**src/rtl/klw_pkg.sv**
```systemverilog
`default_nettype none
package klw_pkg;

    localparam int CH_W = 16;
    localparam int COL_W = 16;
    localparam int LW_W = 10;
    localparam int TAB_W = 6;
    localparam int CNT_W = 6;
    localparam int IX_W = 5;
    localparam int Q_DEPTH = 4;
    localparam int TAB_MAX = 32;

    localparam logic [1:0] OP_CHAR = 2'd0;
    localparam logic [1:0] OP_EOT = 2'd1;
    localparam logic [1:0] OP_LOAD_PUSH = 2'd2;
    localparam logic [1:0] OP_LOAD_HANG = 2'd3;

    localparam logic [1:0] CFG_LINE_WIDTH = 2'd0;
    localparam logic [1:0] CFG_TAB_SIZE = 2'd1;
    localparam logic [1:0] CFG_PUSH_COUNT = 2'd2;
    localparam logic [1:0] CFG_HANG_COUNT = 2'd3;

    localparam logic [CH_W-1:0] CODE_CR = 16'd13;
    localparam logic [CH_W-1:0] CODE_LF = 16'd10;
    localparam logic [CH_W-1:0] CODE_TAB = 16'd9;
    localparam logic [CH_W-1:0] CODE_SPACE = 16'd32;
    localparam logic [CH_W-1:0] CODE_APOS = 16'd39;

    // classified text beat queued between front and back
    typedef struct packed {
        logic            eot;
        logic [CH_W-1:0] ch;
        logic            word;
        logic            push;
        logic            hang;
    } t_item;

endpackage
`default_nettype wire

```
**src/rtl/kinsoku_line_wrapper_top.sv**
```systemverilog
`default_nettype none
// line wrapper for a stream of 16-bit characters: inserts CR LF so text fits
// line_width columns, keeping runs of letters, digits and apostrophes (plus
// one trailing space) whole, honoring tab stops, push-out and hanging lists.
// a front end takes one beat per cycle while its four-entry queue has room,
// loading list entries and matching each character against both lists in
// parallel. the back end works one queued beat at a time: a word character
// is buffered in the word store, and on a flush each stored word character
// is read from the word store, then output; each other character is output
// after bookkeeping, a tab after finding the column remainder one bit per
// cycle. output beats leave from a register, so states that emit nothing
// keep working while a beat waits on stall.
// configuration must be written only while the block is idle.
module kinsoku_line_wrapper_top import klw_pkg::*; #(
    parameter int LIST_DEPTH = 32,
    parameter int WORD_MAX = 32
) (
    input  wire logic             i_clk,
    input  wire logic             i_rst_n,
    // text and list load beats
    input  wire logic             i_valid,
    output logic                  o_stall,
    input  wire logic [1:0]       i_op,
    input  wire logic [CH_W-1:0]  i_ch,
    input  wire logic [IX_W-1:0]  i_index,
    // wrapped output beats
    output logic                  o_valid,
    input  wire logic             i_stall,
    output logic [CH_W-1:0]       o_out_char,
    output logic                  o_last,
    // configuration writes
    input  wire logic             i_cfg_we,
    input  wire logic [1:0]       i_cfg_index,
    input  wire logic [LW_W-1:0]  i_cfg_data
);

    logic [LW_W-1:0]  r_line_width;
    logic [TAB_W-1:0] r_tab_size;
    logic [CNT_W-1:0] r_push_count;
    logic [CNT_W-1:0] r_hang_count;

    logic  q_push;
    logic  q_pop;
    logic  q_full;
    logic  q_empty;
    t_item f_item;
    t_item q_item;

    // register file: line width resets to 0, tab size to 8, list counts to 0
    always_ff @(posedge i_clk) begin
        if (!i_rst_n) begin
            r_line_width <= '0;
            r_tab_size   <= TAB_W'(8);
            r_push_count <= '0;
            r_hang_count <= '0;
        end else if (i_cfg_we) begin
            unique case (i_cfg_index)
                CFG_LINE_WIDTH: r_line_width <= i_cfg_data;
                CFG_TAB_SIZE:   r_tab_size   <= i_cfg_data[TAB_W-1:0];
                CFG_PUSH_COUNT: r_push_count <= i_cfg_data[CNT_W-1:0];
                CFG_HANG_COUNT: r_hang_count <= i_cfg_data[CNT_W-1:0];
                default: ;
            endcase
        end
    end

    // front: list storage and character classification
    klw_front #(
        .LIST_DEPTH(LIST_DEPTH)
    ) u_front (
        .i_clk        (i_clk),
        .i_valid      (i_valid),
        .i_op         (i_op),
        .i_ch         (i_ch),
        .i_index      (i_index),
        .i_push_count (r_push_count),
        .i_hang_count (r_hang_count),
        .i_full       (q_full),
        .o_stall      (o_stall),
        .o_push       (q_push),
        .o_item       (f_item)
    );

    // decouples classification from the emitting sequencer
    klw_queue u_queue (
        .i_clk   (i_clk),
        .i_rst_n (i_rst_n),
        .i_push  (q_push),
        .i_item  (f_item),
        .i_pop   (q_pop),
        .o_full  (q_full),
        .o_empty (q_empty),
        .o_item  (q_item)
    );

    // back: word store, column tracking and output sequencing
    klw_back #(
        .WORD_MAX(WORD_MAX)
    ) u_back (
        .i_clk        (i_clk),
        .i_rst_n      (i_rst_n),
        .i_line_width (r_line_width),
        .i_tab_size   (r_tab_size),
        .i_empty      (q_empty),
        .i_item       (q_item),
        .o_pop        (q_pop),
        .i_stall      (i_stall),
        .o_valid      (o_valid),
        .o_out_char   (o_out_char),
        .o_last       (o_last)
    );

endmodule
`default_nettype wire

```
**src/rtl/klw_front.sv**
```systemverilog
`default_nettype none
module klw_front import klw_pkg::*; #(
    parameter int LIST_DEPTH = 32
) (
    input  wire logic             i_clk,
    input  wire logic             i_valid,
    input  wire logic [1:0]       i_op,
    input  wire logic [CH_W-1:0]  i_ch,
    input  wire logic [IX_W-1:0]  i_index,
    input  wire logic [CNT_W-1:0] i_push_count,
    input  wire logic [CNT_W-1:0] i_hang_count,
    input  wire logic             i_full,
    output logic                  o_stall,
    output logic                  o_push,
    output t_item                 o_item
);

    localparam int LI_W = (LIST_DEPTH > 1) ? $clog2(LIST_DEPTH) : 1;

    logic [CH_W-1:0] r_push_list [LIST_DEPTH];
    logic [CH_W-1:0] r_hang_list [LIST_DEPTH];

    logic            accept;
    logic            in_range;
    logic [LI_W-1:0] widx;
    logic            push_hit;
    logic            hang_hit;
    logic            word_ch;

    assign o_stall  = i_full;
    assign accept   = i_valid && !i_full;
    assign in_range = int'(i_index) < LIST_DEPTH;
    assign widx     = LI_W'(i_index);

    always_ff @(posedge i_clk) begin
        if (accept && in_range && i_op == OP_LOAD_PUSH) begin
            r_push_list[widx] <= i_ch;
        end
        if (accept && in_range && i_op == OP_LOAD_HANG) begin
            r_hang_list[widx] <= i_ch;
        end
    end

    // parallel compare against every live slot
    always_comb begin
        push_hit = 1'b0;
        hang_hit = 1'b0;
        for (int j = 0; j < LIST_DEPTH; j++) begin
            if (j < int'(i_push_count) && r_push_list[j] == i_ch) begin
                push_hit = 1'b1;
            end
            if (j < int'(i_hang_count) && r_hang_list[j] == i_ch) begin
                hang_hit = 1'b1;
            end
        end
    end

    assign word_ch = (i_ch >= 16'd97 && i_ch <= 16'd122) || (i_ch >= 16'd65 && i_ch <= 16'd90)
                  || (i_ch >= 16'd48 && i_ch <= 16'd57) || i_ch == CODE_APOS;

    assign o_push      = accept && (i_op == OP_CHAR || i_op == OP_EOT);
    assign o_item.eot  = (i_op == OP_EOT);
    assign o_item.ch   = i_ch;
    assign o_item.word = word_ch;
    assign o_item.push = push_hit;
    assign o_item.hang = hang_hit && !push_hit;

endmodule
`default_nettype wire

```
**src/rtl/klw_queue.sv**
```systemverilog
`default_nettype none
module klw_queue import klw_pkg::*; (
    input  wire logic  i_clk,
    input  wire logic  i_rst_n,
    input  wire logic  i_push,
    input  t_item      i_item,
    input  wire logic  i_pop,
    output logic       o_full,
    output logic       o_empty,
    output t_item      o_item
);

    localparam int PTR_W = $clog2(Q_DEPTH);
    localparam int CNT_QW = $clog2(Q_DEPTH + 1);

    t_item              r_mem [Q_DEPTH];
    logic [PTR_W-1:0]   r_wptr;
    logic [PTR_W-1:0]   r_rptr;
    logic [CNT_QW-1:0]  r_cnt;

    assign o_full  = (r_cnt == CNT_QW'(Q_DEPTH));
    assign o_empty = (r_cnt == '0);
    assign o_item  = r_mem[r_rptr];

    always_ff @(posedge i_clk) begin
        if (i_push) begin
            r_mem[r_wptr] <= i_item;
        end
    end

    always_ff @(posedge i_clk) begin
        if (!i_rst_n) begin
            r_wptr <= '0;
            r_rptr <= '0;
            r_cnt  <= '0;
        end else begin
            if (i_push) begin
                r_wptr <= r_wptr + 1'b1;
            end
            if (i_pop) begin
                r_rptr <= r_rptr + 1'b1;
            end
            if (i_push && !i_pop) begin
                r_cnt <= r_cnt + 1'b1;
            end else if (!i_push && i_pop) begin
                r_cnt <= r_cnt - 1'b1;
            end
        end
    end

endmodule
`default_nettype wire

```
**src/rtl/klw_back.sv**
```systemverilog
`default_nettype none
module klw_back import klw_pkg::*; #(
    parameter int WORD_MAX = 32
) (
    input  wire logic             i_clk,
    input  wire logic             i_rst_n,
    input  wire logic [LW_W-1:0]  i_line_width,
    input  wire logic [TAB_W-1:0] i_tab_size,
    input  wire logic             i_empty,
    input  t_item                 i_item,
    output logic                  o_pop,
    input  wire logic             i_stall,
    output logic                  o_valid,
    output logic [CH_W-1:0]       o_out_char,
    output logic                  o_last
);

    localparam int DEPTH = WORD_MAX + 1;
    localparam int IDX_W = $clog2(DEPTH);
    localparam int WL_W = $clog2(DEPTH + 1);

    typedef enum logic [3:0] {
        S_IDLE, S_FLUSH, S_CR1, S_LF1, S_RD, S_WD, S_AFTER,
        S_CHDEC, S_DIV, S_CR2, S_LF2, S_CH
    } t_state;

    t_state            r_state;
    t_item             r_item;
    logic              r_wrap;
    logic              r_has_char;
    logic              r_raw;
    logic              r_store;
    logic [WL_W-1:0]   r_wl;
    logic [COL_W-1:0]  r_col;
    logic              r_ar;
    logic [IDX_W-1:0]  r_idx;
    logic [5:0]        r_rem;
    logic [3:0]        r_cnt;
    logic [CH_W-1:0]   r_rdata;
    logic [CH_W-1:0]   r_mem [DEPTH];

    logic              free;
    logic              send;
    logic              big;
    logic              space_end;
    logic              we;
    logic [IDX_W-1:0]  waddr;
    logic [CH_W-1:0]   wdata;
    logic [COL_W:0]    flush_sum;
    logic [COL_W:0]    next_col;
    logic [TAB_W-1:0]  tab;
    logic [5:0]        rem_sh;
    logic [5:0]        rem_n;
    logic [COL_W:0]    tab_n;
    logic              last_rd;
    logic              crlf_ch;

    assign free      = !o_valid || !i_stall;
    assign send      = free && (r_state inside {S_CR1, S_LF1, S_WD, S_CR2, S_LF2, S_CH});
    assign o_pop     = (r_state == S_IDLE) && !i_empty;
    assign big       = r_wl >= WL_W'(WORD_MAX);
    assign space_end = (i_item.ch == CODE_SPACE) && (r_wl != '0);
    assign flush_sum = {1'b0, r_col} + (COL_W + 1)'(r_wl);
    assign next_col  = {1'b0, r_col} + 1'b1;
    assign last_rd   = (WL_W'(r_idx) + 1'b1) == r_wl;

    // other characters: push-out breaks one column early, hanging may overrun
    always_comb begin
        logic ge;
        logic gt;
        logic eq;
        ge = next_col >= (COL_W + 1)'(i_line_width);
        gt = next_col > (COL_W + 1)'(i_line_width);
        eq = next_col == (COL_W + 1)'(i_line_width);
        crlf_ch = (gt && !(ge && r_item.hang)) || (eq && r_item.push);
    end

    // tab remainder, one column bit per cycle
    always_comb begin
        if (i_tab_size == '0) begin
            tab = TAB_W'(1);
        end else if (i_tab_size > TAB_W'(TAB_MAX)) begin
            tab = TAB_W'(TAB_MAX);
        end else begin
            tab = i_tab_size;
        end
        rem_sh = {r_rem[4:0], r_col[4'd15 - r_cnt]};
        rem_n  = (rem_sh >= tab) ? rem_sh - tab : rem_sh;
        tab_n  = {1'b0, r_col} + (COL_W + 1)'(tab) - (COL_W + 1)'(rem_n);
    end

    always_comb begin
        we    = 1'b0;
        waddr = r_wl[IDX_W-1:0];
        wdata = i_item.ch;
        if (o_pop && !i_item.eot && i_line_width != '0 && !r_ar) begin
            we = (i_item.word && !big) || (!i_item.word && space_end);
        end
        if (r_state == S_AFTER && r_store) begin
            we    = 1'b1;
            waddr = '0;
            wdata = r_item.ch;
        end
    end

    always_ff @(posedge i_clk) begin
        if (we) begin
            r_mem[waddr] <= wdata;
        end
        r_rdata <= r_mem[r_idx];
    end

    always_ff @(posedge i_clk) begin
        if (!i_rst_n) begin
            r_state    <= S_IDLE;
            r_wl       <= '0;
            r_col      <= '0;
            r_ar       <= 1'b0;
            o_valid    <= 1'b0;
            r_item     <= '0;
            r_wrap     <= 1'b0;
            r_has_char <= 1'b0;
            r_raw      <= 1'b0;
            r_store    <= 1'b0;
            r_idx      <= '0;
            r_rem      <= '0;
            r_cnt      <= '0;
            o_out_char <= '0;
            o_last     <= 1'b0;
        end else begin
            if (send) begin
                o_valid <= 1'b1;
            end else if (!i_stall) begin
                o_valid <= 1'b0;
            end
            unique case (r_state)
                S_IDLE: begin
                    if (o_pop) begin
                        r_item     <= i_item;
                        r_wrap     <= 1'b1;
                        r_has_char <= 1'b0;
                        r_raw      <= 1'b0;
                        r_store    <= 1'b0;
                        if (i_item.eot) begin
                            r_wrap  <= (i_line_width != '0);
                            r_state <= S_FLUSH;
                        end else if (i_line_width == '0) begin
                            r_wrap     <= 1'b0;
                            r_has_char <= 1'b1;
                            r_raw      <= 1'b1;
                            r_ar       <= 1'b0;
                            r_state    <= S_FLUSH;
                        end else if (r_ar) begin
                            r_ar       <= 1'b0;
                            r_has_char <= 1'b1;
                            r_raw      <= 1'b1;
                            r_state    <= S_CH;
                        end else if (i_item.word) begin
                            if (big) begin
                                r_store <= 1'b1;
                                r_state <= S_FLUSH;
                            end else begin
                                r_wl <= r_wl + 1'b1;
                            end
                        end else if (space_end) begin
                            r_wl    <= r_wl + 1'b1;
                            r_state <= S_FLUSH;
                        end else begin
                            r_has_char <= 1'b1;
                            r_state    <= S_FLUSH;
                        end
                    end
                end
                S_FLUSH: begin
                    r_idx <= '0;
                    if (r_wl == '0) begin
                        r_state <= S_AFTER;
                    end else if (r_wrap && flush_sum > (COL_W + 1)'(i_line_width)) begin
                        r_col   <= COL_W'(r_wl);
                        r_state <= (r_col != '0) ? S_CR1 : S_RD;
                    end else begin
                        if (r_wrap) begin
                            r_col <= flush_sum[COL_W] ? '1 : flush_sum[COL_W-1:0];
                        end
                        r_state <= S_RD;
                    end
                end
                S_CR1: begin
                    if (free) begin
                        o_out_char <= CODE_CR;
                        o_last     <= 1'b0;
                        r_state    <= S_LF1;
                    end
                end
                S_LF1: begin
                    if (free) begin
                        o_out_char <= CODE_LF;
                        o_last     <= 1'b0;
                        r_state    <= S_RD;
                    end
                end
                S_RD: begin
                    r_state <= S_WD;
                end
                S_WD: begin
                    if (free) begin
                        o_out_char <= r_rdata;
                        o_last     <= last_rd && !r_has_char;
                        if (last_rd) begin
                            r_wl    <= '0;
                            r_state <= S_AFTER;
                        end else begin
                            r_idx   <= r_idx + 1'b1;
                            r_state <= S_RD;
                        end
                    end
                end
                S_AFTER: begin
                    if (r_store) begin
                        r_wl    <= WL_W'(1);
                        r_state <= S_IDLE;
                    end else if (r_item.eot) begin
                        r_col   <= '0;
                        r_ar    <= 1'b0;
                        r_state <= S_IDLE;
                    end else if (r_has_char) begin
                        r_state <= r_raw ? S_CH : S_CHDEC;
                    end else begin
                        r_state <= S_IDLE;
                    end
                end
                S_CHDEC: begin
                    if (r_item.ch == CODE_CR) begin
                        r_col   <= '0;
                        r_ar    <= 1'b1;
                        r_state <= S_CH;
                    end else if (r_item.ch == CODE_TAB) begin
                        r_rem   <= '0;
                        r_cnt   <= '0;
                        r_state <= S_DIV;
                    end else if (crlf_ch) begin
                        r_col   <= COL_W'(1);
                        r_state <= S_CR2;
                    end else begin
                        r_col   <= next_col[COL_W] ? '1 : next_col[COL_W-1:0];
                        r_state <= S_CH;
                    end
                end
                S_DIV: begin
                    r_rem <= rem_n;
                    r_cnt <= r_cnt + 1'b1;
                    if (r_cnt == 4'd15) begin
                        if (tab_n > (COL_W + 1)'(i_line_width)) begin
                            r_col   <= COL_W'(tab);
                            r_state <= S_CR2;
                        end else begin
                            r_col   <= tab_n[COL_W] ? '1 : tab_n[COL_W-1:0];
                            r_state <= S_CH;
                        end
                    end
                end
                S_CR2: begin
                    if (free) begin
                        o_out_char <= CODE_CR;
                        o_last     <= 1'b0;
                        r_state    <= S_LF2;
                    end
                end
                S_LF2: begin
                    if (free) begin
                        o_out_char <= CODE_LF;
                        o_last     <= 1'b0;
                        r_state    <= S_CH;
                    end
                end
                S_CH: begin
                    if (free) begin
                        o_out_char <= r_item.ch;
                        o_last     <= 1'b1;
                        r_state    <= S_IDLE;
                    end
                end
                default: begin
                    r_state <= S_IDLE;
                end
            endcase
        end
    end

endmodule
`default_nettype wire
```
**config.mk**
```make
export PLATFORM = sky130hd
export DESIGN_NAME = kinsoku_line_wrapper_top
export DESIGN_NICKNAME = d
export VERILOG_FILES = /design/src/rtl/klw_pkg.sv /design/src/rtl/kinsoku_line_wrapper_top.sv /design/src/rtl/klw_front.sv /design/src/rtl/klw_queue.sv /design/src/rtl/klw_back.sv
export SDC_FILE = /design/constraint.sdc
export NUM_CORES = 2
export LEC_CHECK = 0
export BUFFER_PORTS_ARGS = -buffer_cell sky130_fd_sc_hd__buf_4
export CAP_MARGIN = 20
export CORE_ASPECT_RATIO = 0.6
export CORE_UTILIZATION = 50
export CTS_BUF_LIST = sky130_fd_sc_hd__clkbuf_8 sky130_fd_sc_hd__clkbuf_16
export DETAILED_ROUTE_END_ITERATION = 8
export PLACE_DENSITY = 0.68
export SLEW_MARGIN = 20
export SYNTH_ARGS = -nofsm -noshare
export SYNTH_HDL_FRONTEND = slang
export SYNTH_SLANG_ARGS = --single-unit
```
**constraint.sdc**
```tcl
create_clock -name i_clk -period 7.1 [get_ports i_clk]
set_input_delay 0.355 -clock i_clk [delete_from_list [all_inputs] [get_ports i_clk]]
set_output_delay 0.355 -clock i_clk [all_outputs]
set_load 0.005 [all_outputs]
```
==> flow_metrics.tcl <==
set metrics [dict create \
    status "complete, no violations" \
    period_minus_slack_ns 6.75 \
    ys_types 84 \
    fin_skew_ns 0.0315 \
    ant_nets 0 \
    synth_ff_type "edfxtp_1" \
    tightest_slew_ns 1.07 \
    cts_root_buf "clkbuf_16" \
    die-area_mm2 0.154 \
    grt.total_usage_pct 24.1 \
    required_ns 7.79 \
    final_util_pct 56.8 \
    drv_slew 0 \
    synthesis.nets 4979 \
    synth_top_area_share_pct 64.3 \
    fin_cells 7189 \
    drive_gt1_share_pct 15.5 \
    syn_avg_cell_area_um2 15.7 \
    tritoncts "yes" \
    clkLatencyLatePin_ns 0.81 \
    slowest_delay_ns 0.49 \
    postPlaceCellArea_mm2 0.0800 \
    tns_ns 0 \
    numCtsBuffers 160 \
    reg2regPathDepth 35 \
    max-vdd-ir-drop_uv 310 \
    crit_fanout 8 \
    grt_pass1_vias 40690 \
    synth_area_leader_cell "edfxtp_1" \
    rsz0062_at_grt "false" \
    hold_path_depth 1 \
    fin_ws_ns 0.352 \
    post-place-ws_ns -0.0352 \
    internal_power_mw 17.8 \
    critPathKind "reg2reg" \
    gp_congestion 0.875 \
    hold_viol_final 0 \
    swShare_pct 25.5 \
    grt_max_degree 70 \
    synth-edff-count 1632 \
    cts-htree-levels 4 \
    wl_um 185000 \
    power_leakage_nw 27.6 \
    whs_ns 0.0290 \
    area_delta_synth_final_pct 12.2 \
    timing.fmax_ghz 0.148 \
    start_util_pct 50.6 \
    arrival_ns 7.44 \
    final_nets 5174 \
    port_buffers 58 \
    avgRoutedWirePerCell_um 25.7 \
    async_flop_share_pct 0 \
    hold_path.class "in2reg" \
    gr-total-overflow 0 \
    setup.worst_path.end_class "register" \
    cts_buffer_depth 3 \
    fin_total_pwr_mw 23.8 \
    design_area_mm2 0.0855 \
    die_w_um 506 \
    dp_hpwl_um 115000 \
    dp_cells 6876 \
    synthTopCellsByCount "1632 x edfxtp_1, 556 x xor2_1, 510 x xnor2_1" \
    core_area_mm2 0.151 \
    drtIter0Drc 4794 \
    antenna_found_initial 5 \
    synth_seq_area_share_pct 67.9 \
    avgViaCountPerCell 5.85 \
    drc_errors 0 \
    dr.pass1.iters 6 \
    synthTopCellsByArea "edfxtp_1 64%, xor2_1 6.4%, xnor2_1 5.9%" \
    p_sw_mw 6.07 \
    yosysMostFrequentCell "edfxtp_1" \
    setup_viol 0 \
    seqPwrFrac_pct 50.7 \
    ys_warn_count 0 \
    critical_path.startpoint_type "register" \
    die_h_um 304 \
    synthCells 4846 \
    cts_sinks 1768 \
    cp_slowest_cell "mux4_2" \
    period_share_pct 95.0 \
    synth_area_mm2 0.0762 \
    maxSlewHeadroom_pct 28.5 \
    placementRows 110 \
    vias 42020 \
    ys_ff_latch 1768 \
    power-per-cell-area_mw_per_mm2 279 \
    clk_pin_slew_ns 0.07 \
    p_clk_share_pct 36.0 \
    grt_pass1_wl_um 275000 \
    max_cap_violations 0 \
    comb_power_share_pct 13.3 \
    ios 59 \
]
==> layout make-up <==
class	instances	area (um^2)
Clock buffer	180	4370
Clock inverter	113	822
Antenna cell	1	2.50
Inverter	58	218
Timing Repair Buffer	273	2270
Multi-Input combinational cell	2780	23600
Fill cell	11659	65000
Sequential cell	1768	51700
Tap cell	2016	2520
==> registers in the layout (all words and copies together), names as in the netlist, 10 cells and up, named ones only <==
name                 flops
u_front.r_hang_list    512
u_back.r_rdata          16
u_back.r_item           19
u_back.r_col            16
u_back.r_mem           528
u_back.o_out_char       16
u_queue.r_mem           80
r_line_width            10
u_front.r_push_list    512
==> worst max-delay path: cells and delay by family (launching register included) <==
family                     cells  cell delay, ns
adders and majority gates      5            1.66
muxes                          3            0.84
buffers and inverters          5            0.69
DFF                            1            0.36
and+or+nand+nor                9            1.15
AOI/OAI and AO/OA             12            1.79
xor gates and xnor gates       1            0.17
==> repair_timing <==
item,in CTS,in global routing
setup endpoints to repair,9,11
resized for setup,10,20
setup buffers,1,2
endpoints found under the hold margin,59,0
pin swaps,3,5
hold buffers,16,0
==> power groups by stage <==
stage,registers (mW),logic [mW],clock network (mW)
detailed placement,12.3,3.03,0
global route,12.1,3.43,9.13
finish,12.1,3.16,8.59
global placement,12.3,2.96,0
CTS,12.1,3.09,8.73
floorplan,12.2,1.97,0
==> cell families (layout without fill, tap and decap cells) <==
logic type / count (synthesis) / count (layout) / share of synthesized area [%]
buffers and inverters: 298 / 624 / 1.57
DFF: 1768 / 1768 / 67.9
and+or+nand+nor: 960 / 960 / 6.70
adders and majority gates: 93 / 93 / 1.62
xor gates and xnor gates: 1066 / 1066 / 12.3
other: 0 / 1 / 0
muxes: 257 / 257 / 6.43
AOI/OAI and AO/OA: 404 / 404 / 3.54
==> cell usage in the layout (no fill, tap or decap), types with 13 or more instances in the layout <==
cell / synthesis / final
a2111oi_0: 13 / 13
a211oi_1: 16 / 14
a21boi_0: 27 / 27
a21o_1: 14 / 14
a21oi_1: 77 / 74
a22oi_1: 18 / 18
a31oi_1: 23 / 23
and2_1: 23 / 19
buf_4: 0 / 231
buf_6: 1 / 17
clkbuf_16: 0 / 168
clkinv_1: 1 / 29
clkinv_2: 0 / 28
dfxtp_1: 136 / 130
dlygate4sd3_1: 0 / 16
edfxtp_1: 1632 / 1632
ha_1: 84 / 84
inv_1: 57 / 87
mux2_2: 17 / 17
mux2i_1: 54 / 47
mux4_2: 184 / 184
nand2_1: 149 / 149
nand2b_1: 24 / 23
nand3_1: 63 / 63
nand3b_1: 14 / 14
nand4_1: 151 / 151
nor2_1: 202 / 161
nor2_2: 4 / 33
nor2b_1: 55 / 55
nor3_1: 52 / 50
nor4_1: 157 / 154
o211a_1: 17 / 17
o211ai_1: 13 / 13
o21ai_0: 109 / 106
xnor2_1: 510 / 509
xor2_1: 556 / 556
==> per-layer routing <==
metal	part of all wire (%)	track usage [%]	vias to the layer above
li1	-	-	18675
met1	48	39.5	21280
met2	40	31.3	1851
met3	11	6.76	214
met4	1.4	4.87	0
met5	0	0	-
==> final timing paths <==
| path | startpoint | end | slack [ns] |
|---|---|---|---|
| setup / recovery | u_back.r_cnt[0] | u_back.r_col[0] | 0.35 |
| hold reg to reg | u_back.r_mem[32][3] | u_back.r_rdata[3] | 0.45 |
| hold / removal | i_ch[8] | u_front.r_push_list[26][8] | 0.03 |
| setup reg to reg | u_back.r_cnt[0] | u_back.r_col[0] | 0.35 |
(Power assumes the default switching activity.)
